[src/rtl/smoothstep_waypoint_interpolator_top_macros.svh]
// ---------------------------------------------------------------------------
// Assertion macros for the smoothstep waypoint interpolator.
// ---------------------------------------------------------------------------
`ifndef SMOOTHSTEP_WAYPOINT_INTERPOLATOR_TOP_MACROS_SVH
`define SMOOTHSTEP_WAYPOINT_INTERPOLATOR_TOP_MACROS_SVH

// same-cycle implication
`define SWI_ASSERT_NOW(lbl, pre, post, msg) \
   lbl: assert property (@(posedge clock) disable iff (reset) (pre) |-> (post)) \
      else $error(msg);

// next-cycle implication
`define SWI_ASSERT_NEXT(lbl, pre, post, msg) \
   lbl: assert property (@(posedge clock) disable iff (reset) (pre) |=> (post)) \
      else $error(msg);

`endif

[src/rtl/swi_pkg.sv]
// ---------------------------------------------------------------------------
// swi_pkg
// Types and constants shared by the waypoint interpolator modules.
// ---------------------------------------------------------------------------
package swi_pkg;

   localparam int STEPS_W   = 7;
   localparam int TIME_W    = 16;
   localparam int POS_W     = 21;
   localparam int ATT_W     = 16;
   localparam int RATE_W    = 10;
   localparam int ALPHA_W   = 17;
   localparam int PROD_W    = TIME_W + RATE_W;
   localparam int DIV_ITERS = 17;
   localparam int MS_PER_S  = 1000;

   localparam logic CSR_RATE  = 1'b0;
   localparam logic CSR_TOTAL = 1'b1;

   typedef enum logic [2:0] {
      ST_POSE  = 3'd0,
      ST_START = 3'd1,
      ST_ORDER = 3'd2,
      ST_END   = 3'd3,
      ST_FAULT = 3'd4
   } status_type;

   typedef logic [2:0][POS_W-1:0] pos_vec_type;
   typedef logic [2:0][ATT_W-1:0] att_vec_type;

   typedef struct packed {
      status_type           status;
      logic [STEPS_W-1:0]   steps;
      logic [TIME_W-1:0]    prev_time;
      logic [TIME_W-1:0]    dur;
      pos_vec_type          prev_pos;
      pos_vec_type          new_pos;
      att_vec_type          prev_att;
      att_vec_type          new_att;
   } cmd_type;

   typedef enum logic [1:0] {
      F_IDLE,
      F_MUL,
      F_PUSH
   } front_state_type;

   typedef enum logic [1:0] {
      B_IDLE,
      B_DIV,
      B_STEP
   } back_state_type;

endpackage

[src/rtl/swi_fifo.sv]
// ---------------------------------------------------------------------------
// swi_fifo
// Two-entry request queue between the front and back sections.
// ---------------------------------------------------------------------------
module swi_fifo
   import swi_pkg::*;
(
   input  logic     clock,
   input  logic     reset,
   input  logic     wr_valid,
   output logic     wr_ready,
   input  cmd_type  wr_cmd,
   output logic     rd_valid,
   input  logic     rd_ready,
   output cmd_type  rd_cmd
);

   cmd_type     mem_ff [2];
   logic        wr_ptr_ff, wr_ptr_in;
   logic        rd_ptr_ff, rd_ptr_in;
   logic [1:0]  count_ff, count_in;
   logic        do_wr, do_rd;

   assign wr_ready = (count_ff != 2'd2);
   assign rd_valid = (count_ff != 2'd0);
   assign rd_cmd   = mem_ff[rd_ptr_ff];
   assign do_wr    = wr_valid && wr_ready;
   assign do_rd    = rd_valid && rd_ready;

   always_comb begin
      wr_ptr_in = do_wr ? !wr_ptr_ff : wr_ptr_ff;
      rd_ptr_in = do_rd ? !rd_ptr_ff : rd_ptr_ff;
      count_in  = count_ff + 2'(do_wr) - 2'(do_rd);
   end

   always_ff @(posedge clock) begin
      if (reset) begin
         wr_ptr_ff <= 1'b0;
         rd_ptr_ff <= 1'b0;
         count_ff  <= '0;
      end else begin
         wr_ptr_ff <= wr_ptr_in;
         rd_ptr_ff <= rd_ptr_in;
         count_ff  <= count_in;
      end
   end

   always_ff @(posedge clock) begin
      if (do_wr) begin
         mem_ff[wr_ptr_ff] <= wr_cmd;
      end
   end

endmodule

[config.mk]
export PLATFORM = sky130hd
export DESIGN_NAME = swi_fifo
export DESIGN_NICKNAME = d
export VERILOG_FILES = /design/src/rtl/smoothstep_waypoint_interpolator_top_macros.svh /design/src/rtl/swi_pkg.sv /design/src/rtl/swi_fifo.sv
export SDC_FILE = /design/constraint.sdc
export NUM_CORES = 1
export LEC_CHECK = 0
export BUFFER_PORTS_ARGS = -buffer_cell sky130_fd_sc_hd__buf_2
export CAP_MARGIN = 10
export CORE_AREA = 3 3 239 241
export CTS_CLUSTER_SIZE = 10
export DETAILED_ROUTE_END_ITERATION = 6
export DIE_AREA = 0 0 242 244
export GPL_TIMING_DRIVEN = 0
export PLACE_DENSITY_LB_ADDON = 0.15
export SYNTH_ARGS = -nofsm -noshare
export SYNTH_HDL_FRONTEND = slang
export SYNTH_SLANG_ARGS = --single-unit
[constraint.sdc]
create_clock -name clock -period 10.2 [get_ports clock]
set_clock_uncertainty 0.1 [all_clocks]
set_input_delay 1.02 -clock clock [delete_from_list [all_inputs] [get_ports clock]]
set_output_delay 1.02 -clock clock [all_outputs]
set_load 0.1 [all_outputs]
==> flow_summary_export.csv <==
group,metric,value,unit
sta,hold_slack,0.404,ns
clock_network,cts_setup_buffers,0,
grt,grt_usage,14.8,%
final_layout,fin_nets,1721,
final_layout,stdcell_area,24700,um2
clock_network,cts_root_buf,"clkbuf_16",
run,max_cap_viol_count,0,
sta,max_slew.worst_pin.slew,0.773,ns
logic_synthesis,synth_xor_area_share,0.0454,%
final_layout,drive_above_1_share,61.5,%
logic_synthesis,synth_area,19300,um2
route,routed_wirelength,44.7,mm
die,num_rows,86,
logic_synthesis,synth_top_family_by_area,"multiplexers",
logic_synthesis,ys_seq_area_share,82.7,%
sta,fin_crit_sh,33.3,%
pwr,ir_worst_vdd,0.000215,V
grt,grt_max_degree,116,
logic_synthesis,syn-num-nets,1119,
grt,grt_pass1_wl,65.9,mm
logic_synthesis,synth-compound-area-share,0.227,%
clock_network,ctsHtreeMaxLevel,2,
setup_path,arrival,2.27,ns
clock_network,clk_path_buf_depth,3,
logic_synthesis,synth_warnings,0,
route,drcViolationCount,0,
grt,use_met3,7.29,%
route,num_vias,10100,
sta,maxSlewViolCount,0,
sta,setup_viol,0,
grt,gr-total-overflow,0,
setup_path,cpPeakStageDelay,0.40,ns
grt,grt.busiest_layer,"met2",
logic_synthesis,synthAdderAreaFrac,0.0648,%
grt,met2_usage,24.8,%
clock_network,cts_num_sinks,533,
logic_synthesis,synth_cell_type_count,24,
pwr,p_per_area,302,nW/um2
setup_path,end_kind,"output pin",
logic_synthesis,synthMuxAreaShare,15.4,%
route,vias_per_cell,4.54,
sta,hold_viol,0,
worst_hold_path,hold_class,"reg2reg",
grt,met1_usage,16.5,%
setup_path,critPathLaunchType,"flop",
route,drt_iter0_drc,496,
die,core,55100,um2
logic_synthesis,avgSynthCellArea,22.7,um2
sta,rsz0062_at_grt,"false",
clock_network,ctsResizeCount,0,
sta,relSlewSlack,48.5,%
clock_network,clock_latency,0.59,ns
setup_path,crit_top_cell,"buf_2",
route,wl_per_cell,20.1,um
clock_network,hold_buffers,0,
logic_synthesis,syn_inst,850,
logic_synthesis,synthSimpleGateAreaFrac,0.454,%
die,io_pins,534,
final_layout,final_common_cell,"buf_2",
grt,antenna_found_initial,21,
place,dp_hpwl,31.5,mm
setup_path,cp_data_required_time,9.08,ns
setup_path,criticalPathCategory,"reg2out",
setup_path,crit_path_top_delay_cell,"mux2_2",
final_layout,mostFrequentLayoutCells,"buf_2 (536), edfxtp_1 (528), mux2_2 (264), clkbuf_16 (61), buf_4 (26)",
die,initial_core_util,35.0,%
place,placed_area,23100,um2
sta,timing.fmax,295,MHz
sta,fin_crit,3.39,ns
clock_network,cts_made_buffers,60,
route,drtPass1Iterations,4,
place,portBuffers,533,
clock_network,clk_pin_slew,0.05,ns
final_layout,area_growth_syn_to_layout,28.0,%
logic_synthesis,synth-seq-cells,533,
die,die_w,242,um
setup_path,path_max_fanout,10,
setup_path,cp_cell_sequence,"buf_2 > buf_4 > mux2_2 > buf_2",
clock_network,cts_tree,"done",
route,ant_nets,0,
die,die_y,244,um
outcome,status,"finished clean",
die,dieArea,59000,um2
final_layout,nFillCells,4892,
place,gp_congestion,0.756,
pwr,cellLeakagePower,9.11,nW
grt,first_global_vias,10800,
==> synth_stat cells <==
cell type  number  share of area [%]
dfxtp_1         5               0.52
nand3_1         1              0.026
buf_4          26                1.0
ha_1            1              0.065
nand2b_1        1              0.032
or2_2           1              0.032
o21ba_2         1              0.052
nor2b_1         1              0.032
nand3b_1        1              0.039
xor2_1          1              0.045
nor2_1          4              0.078
and3_1          2              0.065
edfxtp_1      528                 82
a21bo_2         1              0.052
a21oi_1         1              0.026
buf_2           3              0.078
and2b_1         1              0.039
nor3_1          1              0.026
nor4bb_1        1              0.052
nor4_1          1              0.032
mux2_2        264                 15
o31a_1          1              0.045
inv_1           1              0.019
o21ai_0         2              0.052
==> routing by layer <==
metal	part of all wire, %	vias to the layer above
li1	-	4616
met1	37	4979
met2	49	390
met3	11	86
met4	2.3	20
met5	0.33	-
==> metrics by stage <==
| step | util, % | power [mW] | std cells | setup slack [ns] | setup TNS, ns |
|---|---|---|---|---|---|
| finish | 44.8 | 7.46 | 2222 | 6.81 | 0 |
| detailed placement | 41.9 | 5.74 | 2138 | 6.86 | 0 |
| global route | 44.8 | 7.73 | 2216 | 6.63 | 0 |
| CTS | 44.8 | 7.57 | 2211 | 6.65 | 0 |
| global placement | 41.6 | 5.81 | 2131 | -1.87 | -592.06 |
| floorplan | - | 5.30 | 850 | 2.01 | 0 |
==> final cells by class <==
| type | instances | area (um2) | area share, % |
|---|---|---|---|
| Inverter | 1 | 11.3 | 0.0456 |
| Buffer | 29 | 210 | 0.851 |
| Sequential cell | 533 | 16000 | 64.6 |
| Timing Repair Buffer | 540 | 2850 | 11.5 |
| Clock buffer | 69 | 1560 | 6.30 |
| Multi-Input combinational cell | 287 | 3130 | 12.7 |
| Antenna cell | 11 | 27.5 | 0.111 |
| Clock inverter | 4 | 16.3 | 0.0659 |
| Tap cell | 748 | 936 | 3.79 |
==> path summary, 6_finish.rpt <==
| kind | slack (ns) | startpoint | endpoint | cells after the start |
|---|---|---|---|---|
| hold reg to reg | 0.40 | rd_ptr_ff$_SDFFE_PP0P_ | rd_ptr_ff$_SDFFE_PP0P_ | 2 |
| hold / removal | 0.40 | rd_ptr_ff$_SDFFE_PP0P_ | rd_ptr_ff$_SDFFE_PP0P_ | 2 |
| setup reg to reg | 7.51 | count_ff[0]$_SDFF_PP0_ | mem_ff[1][109]$_DFFE_PP_ | 5 |
| setup / recovery | 6.81 | flop | rd_cmd[184] | 4 |
==> state kept, by name, indices dropped and copies added, names as in the netlist, named ones only <==
| name | count |
|---|---|
| mem_ff | 528 |
| wr_ptr_ff | 1 |
| count_ff | 2 |
| rd_ptr_ff | 1 |
==> critical path: cells and delay by family (launching register included) <==
family,cells,cell delay (ns)
multiplexers,1,0.40
flip-flops,1,0.33
buffers and inverters,3,0.94
==> logic make-up after synthesis <==
logic type / after synthesis
DFF: 533
muxes: 264
buffers and inverters: 30
and+or+nand+nor: 15
AOI/OAI and AO/OA: 6
xor gates and xnor gates: 1
adders and majority gates: 1
==> report_power, final <==
group          switching, mW  total, mW  internal, mW  leakage (nW)
clock network          0.758       1.81          1.05         0.770
registers             0.0407       2.70          2.66          4.98
logic                   2.42       2.95         0.536          3.36
total                   3.22       7.46          4.25          9.11
Power figures use the tool's default switching activity.
