**src/rtl/smoothstep_waypoint_interpolator_top_macros.svh**
```systemverilog
// ---------------------------------------------------------------------------
// Assertion macros for the smoothstep waypoint interpolator.
// ---------------------------------------------------------------------------
`ifndef SMOOTHSTEP_WAYPOINT_INTERPOLATOR_TOP_MACROS_SVH
`define SMOOTHSTEP_WAYPOINT_INTERPOLATOR_TOP_MACROS_SVH

// same-cycle implication
`define SWI_ASSERT_NOW(lbl, pre, post, msg) \
   lbl: assert property (@(posedge clock) disable iff (reset) (pre) |-> (post)) \
      else $error(msg);

// next-cycle implication
`define SWI_ASSERT_NEXT(lbl, pre, post, msg) \
   lbl: assert property (@(posedge clock) disable iff (reset) (pre) |=> (post)) \
      else $error(msg);

`endif

```
**src/rtl/swi_pkg.sv**
```systemverilog
// ---------------------------------------------------------------------------
// swi_pkg
// Types and constants shared by the waypoint interpolator modules.
// ---------------------------------------------------------------------------
package swi_pkg;

   localparam int STEPS_W   = 7;
   localparam int TIME_W    = 16;
   localparam int POS_W     = 21;
   localparam int ATT_W     = 16;
   localparam int RATE_W    = 10;
   localparam int ALPHA_W   = 17;
   localparam int PROD_W    = TIME_W + RATE_W;
   localparam int DIV_ITERS = 17;
   localparam int MS_PER_S  = 1000;

   localparam logic CSR_RATE  = 1'b0;
   localparam logic CSR_TOTAL = 1'b1;

   typedef enum logic [2:0] {
      ST_POSE  = 3'd0,
      ST_START = 3'd1,
      ST_ORDER = 3'd2,
      ST_END   = 3'd3,
      ST_FAULT = 3'd4
   } status_type;

   typedef logic [2:0][POS_W-1:0] pos_vec_type;
   typedef logic [2:0][ATT_W-1:0] att_vec_type;

   typedef struct packed {
      status_type           status;
      logic [STEPS_W-1:0]   steps;
      logic [TIME_W-1:0]    prev_time;
      logic [TIME_W-1:0]    dur;
      pos_vec_type          prev_pos;
      pos_vec_type          new_pos;
      att_vec_type          prev_att;
      att_vec_type          new_att;
   } cmd_type;

   typedef enum logic [1:0] {
      F_IDLE,
      F_MUL,
      F_PUSH
   } front_state_type;

   typedef enum logic [1:0] {
      B_IDLE,
      B_DIV,
      B_STEP
   } back_state_type;

endpackage

```
**src/rtl/swi_front.sv**
```systemverilog
// ---------------------------------------------------------------------------
// swi_front
// Accepts waypoints, checks ordering and faults, keeps the previous
// waypoint and works out the step count of each segment.
// ---------------------------------------------------------------------------
module swi_front
   import swi_pkg::*;
#(
   parameter int MAX_STEPS = 64
) (
   input  logic                 clock,
   input  logic                 reset,
   input  logic                 req_tvalid,
   output logic                 req_tready,
   input  logic                 req_first,
   input  logic                 req_final,
   input  logic [TIME_W-1:0]    req_time,
   input  pos_vec_type          req_pos,
   input  att_vec_type          req_att,
   input  logic [RATE_W-1:0]    rate,
   input  logic [TIME_W-1:0]    total,
   output logic                 push_valid,
   input  logic                 push_ready,
   output cmd_type              push_cmd
);

   front_state_type       st_ff, st_in;
   logic                  have_prev_ff, have_prev_in;
   logic                  fault_ff, fault_in;
   logic [TIME_W-1:0]     prev_time_ff, prev_time_in;
   pos_vec_type           prev_pos_ff, prev_pos_in;
   att_vec_type           prev_att_ff, prev_att_in;
   cmd_type               cmd_ff, cmd_in;
   logic                  seg_ff, seg_in;
   logic [PROD_W-1:0]     prod_ff, prod_in;
   logic [STEPS_W-1:0]    steps_calc;

   always_ff @(posedge clock) begin
      if (reset) begin
         st_ff        <= F_IDLE;
         have_prev_ff <= 1'b0;
         fault_ff     <= 1'b0;
         prev_time_ff <= '0;
         prev_pos_ff  <= '0;
         prev_att_ff  <= '0;
      end else begin
         st_ff        <= st_in;
         have_prev_ff <= have_prev_in;
         fault_ff     <= fault_in;
         prev_time_ff <= prev_time_in;
         prev_pos_ff  <= prev_pos_in;
         prev_att_ff  <= prev_att_in;
      end
   end

   always_ff @(posedge clock) begin
      cmd_ff  <= cmd_in;
      seg_ff  <= seg_in;
      prod_ff <= prod_in;
   end

   always_comb begin
      logic [PROD_W:0]    x;
      logic [TIME_W-1:0]  r;
      logic [5:0]         q;
      x = {1'b0, prod_ff} + (PROD_W+1)'(MS_PER_S / 2);
      r = x[TIME_W-1:0];
      q = '0;
      for (int i = 5; i >= 0; i--) begin
         if (r >= TIME_W'(MS_PER_S << i)) begin
            r    = r - TIME_W'(MS_PER_S << i);
            q[i] = 1'b1;
         end
      end
      if (x >= (PROD_W+1)'(MAX_STEPS * MS_PER_S)) begin
         steps_calc = STEPS_W'(MAX_STEPS);
      end else if (q == '0) begin
         steps_calc = STEPS_W'(1);
      end else begin
         steps_calc = STEPS_W'(q);
      end
   end

   always_comb begin
      st_in        = st_ff;
      have_prev_in = have_prev_ff;
      fault_in     = fault_ff;
      prev_time_in = prev_time_ff;
      prev_pos_in  = prev_pos_ff;
      prev_att_in  = prev_att_ff;
      cmd_in       = cmd_ff;
      seg_in       = seg_ff;
      prod_in      = prod_ff;
      req_tready   = (st_ff == F_IDLE);
      push_valid   = 1'b0;
      push_cmd     = cmd_ff;
      case (st_ff)
         F_IDLE: begin
            if (req_tvalid) begin
               st_in            = F_MUL;
               seg_in           = 1'b0;
               cmd_in           = '0;
               cmd_in.status    = ST_POSE;
               cmd_in.steps     = STEPS_W'(1);
               if (req_first) begin
                  fault_in     = 1'b0;
                  have_prev_in = 1'b0;
                  if (req_time != '0) begin
                     cmd_in.status = ST_START;
                     fault_in      = 1'b1;
                  end else if (req_final && req_time != total) begin
                     cmd_in.status = ST_END;
                     fault_in      = 1'b1;
                  end else begin
                     prev_time_in    = '0;
                     prev_pos_in     = req_pos;
                     prev_att_in     = req_att;
                     have_prev_in    = !req_final;
                     cmd_in.prev_pos = req_pos;
                     cmd_in.new_pos  = req_pos;
                     cmd_in.prev_att = req_att;
                     cmd_in.new_att  = req_att;
                  end
               end else if (fault_ff || !have_prev_ff) begin
                  cmd_in.status = ST_FAULT;
               end else if (req_time <= prev_time_ff) begin
                  cmd_in.status = ST_ORDER;
                  fault_in      = 1'b1;
               end else if (req_final && req_time != total) begin
                  cmd_in.status = ST_END;
                  fault_in      = 1'b1;
               end else begin
                  seg_in           = 1'b1;
                  cmd_in.prev_time = prev_time_ff;
                  cmd_in.dur       = req_time - prev_time_ff;
                  cmd_in.prev_pos  = prev_pos_ff;
                  cmd_in.new_pos   = req_pos;
                  cmd_in.prev_att  = prev_att_ff;
                  cmd_in.new_att   = req_att;
                  prev_time_in     = req_time;
                  prev_pos_in      = req_pos;
                  prev_att_in      = req_att;
                  if (req_final) begin
                     have_prev_in = 1'b0;
                  end
               end
            end
         end
         F_MUL: begin
            prod_in = cmd_ff.dur * rate;
            st_in   = F_PUSH;
         end
         F_PUSH: begin
            push_valid = 1'b1;
            if (seg_ff) begin
               push_cmd.steps = steps_calc;
            end
            if (push_ready) begin
               st_in = F_IDLE;
            end
         end
         default: begin
            st_in = F_IDLE;
         end
      endcase
   end

endmodule

```
**config.mk**
```make
export PLATFORM = sky130hd
export DESIGN_NAME = swi_front
export DESIGN_NICKNAME = d
export VERILOG_FILES = /design/src/rtl/smoothstep_waypoint_interpolator_top_macros.svh /design/src/rtl/swi_pkg.sv /design/src/rtl/swi_front.sv
export SDC_FILE = /design/constraint.sdc
export NUM_CORES = 1
export LEC_CHECK = 0
export BUFFER_PORTS_ARGS = -buffer_cell sky130_fd_sc_hd__buf_2
export CORE_ASPECT_RATIO = 0.75
export CORE_MARGIN = 5
export CORE_UTILIZATION = 51
export CTS_CLUSTER_DIAMETER = 120
export DETAILED_ROUTE_END_ITERATION = 10
export PLACE_DENSITY_LB_ADDON = 0.12
export SLEW_MARGIN = 20
export SYNTH_ARGS = -nofsm -noshare
export SYNTH_HDL_FRONTEND = slang
export SYNTH_SLANG_ARGS = --single-unit
```
**constraint.sdc**
```tcl
create_clock -name clock -period 6.6 [get_ports clock]
set_clock_uncertainty 0.05 [all_clocks]
set_input_delay 0.66 -clock clock [delete_from_list [all_inputs] [get_ports clock]]
set_output_delay 0.66 -clock clock [all_outputs]
set_load 0.05 [all_outputs]
```
==> flow_summary.ini <==
[outcome]
status = complete, but fails checks
violations = negative setup slack

[critical_path]
end_kind = output port
critPathKind = flip-flop to output port
cp_max_fo = 7
reg2reg_from = push_cmd[225]
worst_setup_path_start_kind = flip-flop
crit_start = prod_ff[5]
required_ns = 5.89
cp.arrival_ns = 6.14

[placement]
hpwlAfterDp_um = 48870
place_congestion = 0.8809
port_buffers = 424

[detailed_routing]
wl_um = 66660
first_iter_violations = 1308
post_drt_wl_per_cell_um = 20.05
drt_first_pass_iters = 5
vias_per_cell = 5.554
ant_nets = 0
via_count = 18463
drc = 0

[clock_tree]
cts_made_buffers = 42
cts-root-buf = clkbuf_16
insertion_delay_ns = 0.56
cts.sinks = 415
clkTransAtPathRegs_ns = 0.07
htree_levels = 2
clock_path_buffers = 3
cts_tree = built

[cells_and_area]
fillCellCount = 3698
seq_area_um2 = 11150
final_util_pct = 62.79
area_growth_pct = 22.59
nets = 3042
drive_gt1_share_pct = 26.76
multiInputGateArea_um2 = 11620

[power]
p_leak_nw = 11.93
p_int_mw = 6.906
power_frac_seq_pct = 27.6
switchingPower_mw = 4.311
power_density_nw_per_um2 = 390.3
clkPwrFrac_pct = 22.2
ir_worst_vdd_uv = 267.0
swShare_pct = 38.43
pwr-share-comb_pct = 50.2

[global_routing]
antenna_found_initial = 6
met2_usage_pct = 40.50
grt_pass1_wl_um = 103500
met3_usage_pct = 6.858
grt.busiest_layer = met2
grt_max_degree = 149
grt_overflow = 0
grt_pass1_vias = 18422
grt.total_usage_pct = 25.48
use_met1_pct = 34.79

[timing]
tightest_slew_ns = 1.014
hold_violations = 0
final-setup-viol-count = 1
period_needed_ns = 6.845
finalSetupTns_ns = -0.2453
fin_hold_ws_ns = 0.3071
slew_headroom_pct = 32.41
finalCritPeriodShare_pct = 103.7
fmax_mhz = 146.1
slew_violations = 0
worst_slack_ns = -0.2453
rsz0062_at_grt = yes

[job]
max_cap_viol_count = 0

[logic_synthesis]
postSynthAreaPerCell_um2 = 10.56
seq_area_frac_synth_pct = 47.56
synth_top_cell_by_area = edfxtp_1
yosys.cell_types.count = 97
synthArstFlopShare_pct = 0
synth_top_family_by_area = simple AND/OR/NAND/NOR gates
synth_fp_nets = 2573
synthTopCellsByArea = edfxtp_1, dfxtp_1, fa_1
synth_adder_area_share_pct = 13.85
synth_seq_cells = 415
synthSimpleGateAreaFrac_pct = 16.70
synth.area.mux_share_pct = 0.5817
synthTopCellsByCount = nand2_1, edfxtp_1, a21oi_1
synth_cells = 2221
synth_compound_area_share_pct = 14.08
synth-edff-count = 284
ys_warn_count = 0
synth_xor_area_share_pct = 2.679
netlist.area_leader.share_pct = 36.38
syn_area_um2 = 23440
synthFlopType = edfxtp_1
synth_most_common_cell = nand2_1

[floorplanning]
initial_core_util_pct = 51.22
dieArea_um2 = 50400
design.core.area_um2 = 45770
ioPinCount = 425
die_w_um = 257.6
rows = 68
die_h_um = 195.7

[hold_path]
hp-class = input port to flip-flop
min_from = req_att[10]
==> logic make-up (layout without fill, tap and decap cells) <==
group           after synthesis  after routing
compound gates              468            468
buf+inv                     271            774
mux                          12             12
flops                       415            415
xor+xnor                     70             70
simple gates                792            792
other cells                   0              5
fa+ha+maj                   193            193
==> critical path, stage by stage (launching register included) <==
cell,delay [ns]
edfxtp_1,0.41
or4_4,0.61
o311ai_4,0.37
xnor2_2,0.18
nand3_4,0.13
buf_6,0.16
o211a_4,0.25
o31ai_4,0.31
nand4_4,0.22
buf_4,0.20
o2111ai_2,0.22
a31oi_2,0.13
a311oi_2,0.35
nor4_2,0.11
o2111a_1,0.17
a211oi_4,0.33
buf_12,0.17
buf_4,0.11
o21bai_2,0.14
o21ai_4,0.11
buf_4,0.15
a22o_1,0.20
a22oi_1,0.22
o22ai_2,0.13
buf_12,0.16
==> through the flow <==
step | setup WS [ns] | power [mW] | std cells | cell area, um2
after global routing | -0.4917 | 11.91 | 3321 | 28730
after global placement | 0.1197 | 7.998 | 3210 | 26620
after CTS | -0.2515 | 10.73 | 3298 | 28280
final | -0.2453 | 11.22 | 3324 | 28740
after detailed placement | -0.06798 | 8.028 | 3210 | 26620
after floorplan | 0.09004 | 6.629 | 2221 | 23450
==> state kept, by name, summed over array words and instances, names as in the netlist <==
signal        flops
fault_ff          1
have_prev_ff      1
prev_att_ff      48
prev_pos_ff      63
prev_time_ff     16
prod_ff          26
push_cmd        257
seg_ff            1
st_ff             2
==> cell type report <==
| cell class | instances | area share, % |
|---|---|---|
| Timing Repair Buffer | 553 | 11.12 |
| Sequential cell | 415 | 38.80 |
| Multi-Input combinational cell | 1535 | 40.42 |
| Tap cell | 595 | 2.590 |
| Clock buffer | 60 | 4.428 |
| Antenna cell | 5 | 0.04353 |
| Clock inverter | 18 | 0.7096 |
| Inverter | 143 | 1.889 |
==> cell usage in the layout (no fill, tap or decap), types with 6 or more instances in the layout <==
cell type and count:
clkbuf_8 9, and3_1 6, o21ai_0 28, buf_2 421
o21bai_1 15, or3_1 7, xor2_1 30, a22o_1 114
nand2_1 370, and2_1 79, xnor2_1 35, a211oi_1 6
nor2b_1 120, clkbuf_1 6, a21o_1 14, nand3b_1 18
a31oi_1 7, edfxtp_1 284, nor4_1 14, a21oi_1 178
nand3_1 18, nor2_1 67, dfxtp_1 131, clkbuf_16 46
fa_1 111, nor3_1 25, o31a_1 8, inv_1 140
o211ai_1 7, o21a_1 8, nand4_1 11, clkinv_2 8
nor4_2 6, buf_4 121, ha_1 80
==> metal layers <==
metal | wire length, um | share of wire [%]
met5 | 25 | 0.038
met4 | 1992 | 3.0
met3 | 5606 | 8.4
met2 | 30840 | 46
met1 | 28190 | 42
==> timing repair <==
action,CTS,global route
hold buffers,0,0
setup buffers,10,20
setup endpoints to repair,2,6
pin swaps,6,27
gates resized for setup,21,54
hold endpoints to repair,0,0
cloned,0,1
==> power by group through the flow <==
| stage | registers, mW | clock network (mW) | logic (mW) |
|---|---|---|---|
| after CTS | 3.09 | 2.54 | 5.10 |
| after floorplan | 3.44 | 0 | 3.19 |
| after detailed placement | 3.16 | 0 | 4.87 |
| final | 3.09 | 2.49 | 5.63 |
| after global placement | 3.15 | 0 | 4.84 |
| after global routing | 3.11 | 2.65 | 6.15 |
==> final timing paths <==
check                         end  slack (ns)  cells after the start
setup / recovery    push_cmd[254]       -0.25                     24
hold / removal    prev_att_ff[10]        0.31                      3
setup reg to reg      prod_ff[25]        0.47                     23
hold reg to reg   prev_time_ff[5]        0.40                      2
No activity file was read; power rests on OpenSTA's default activity.
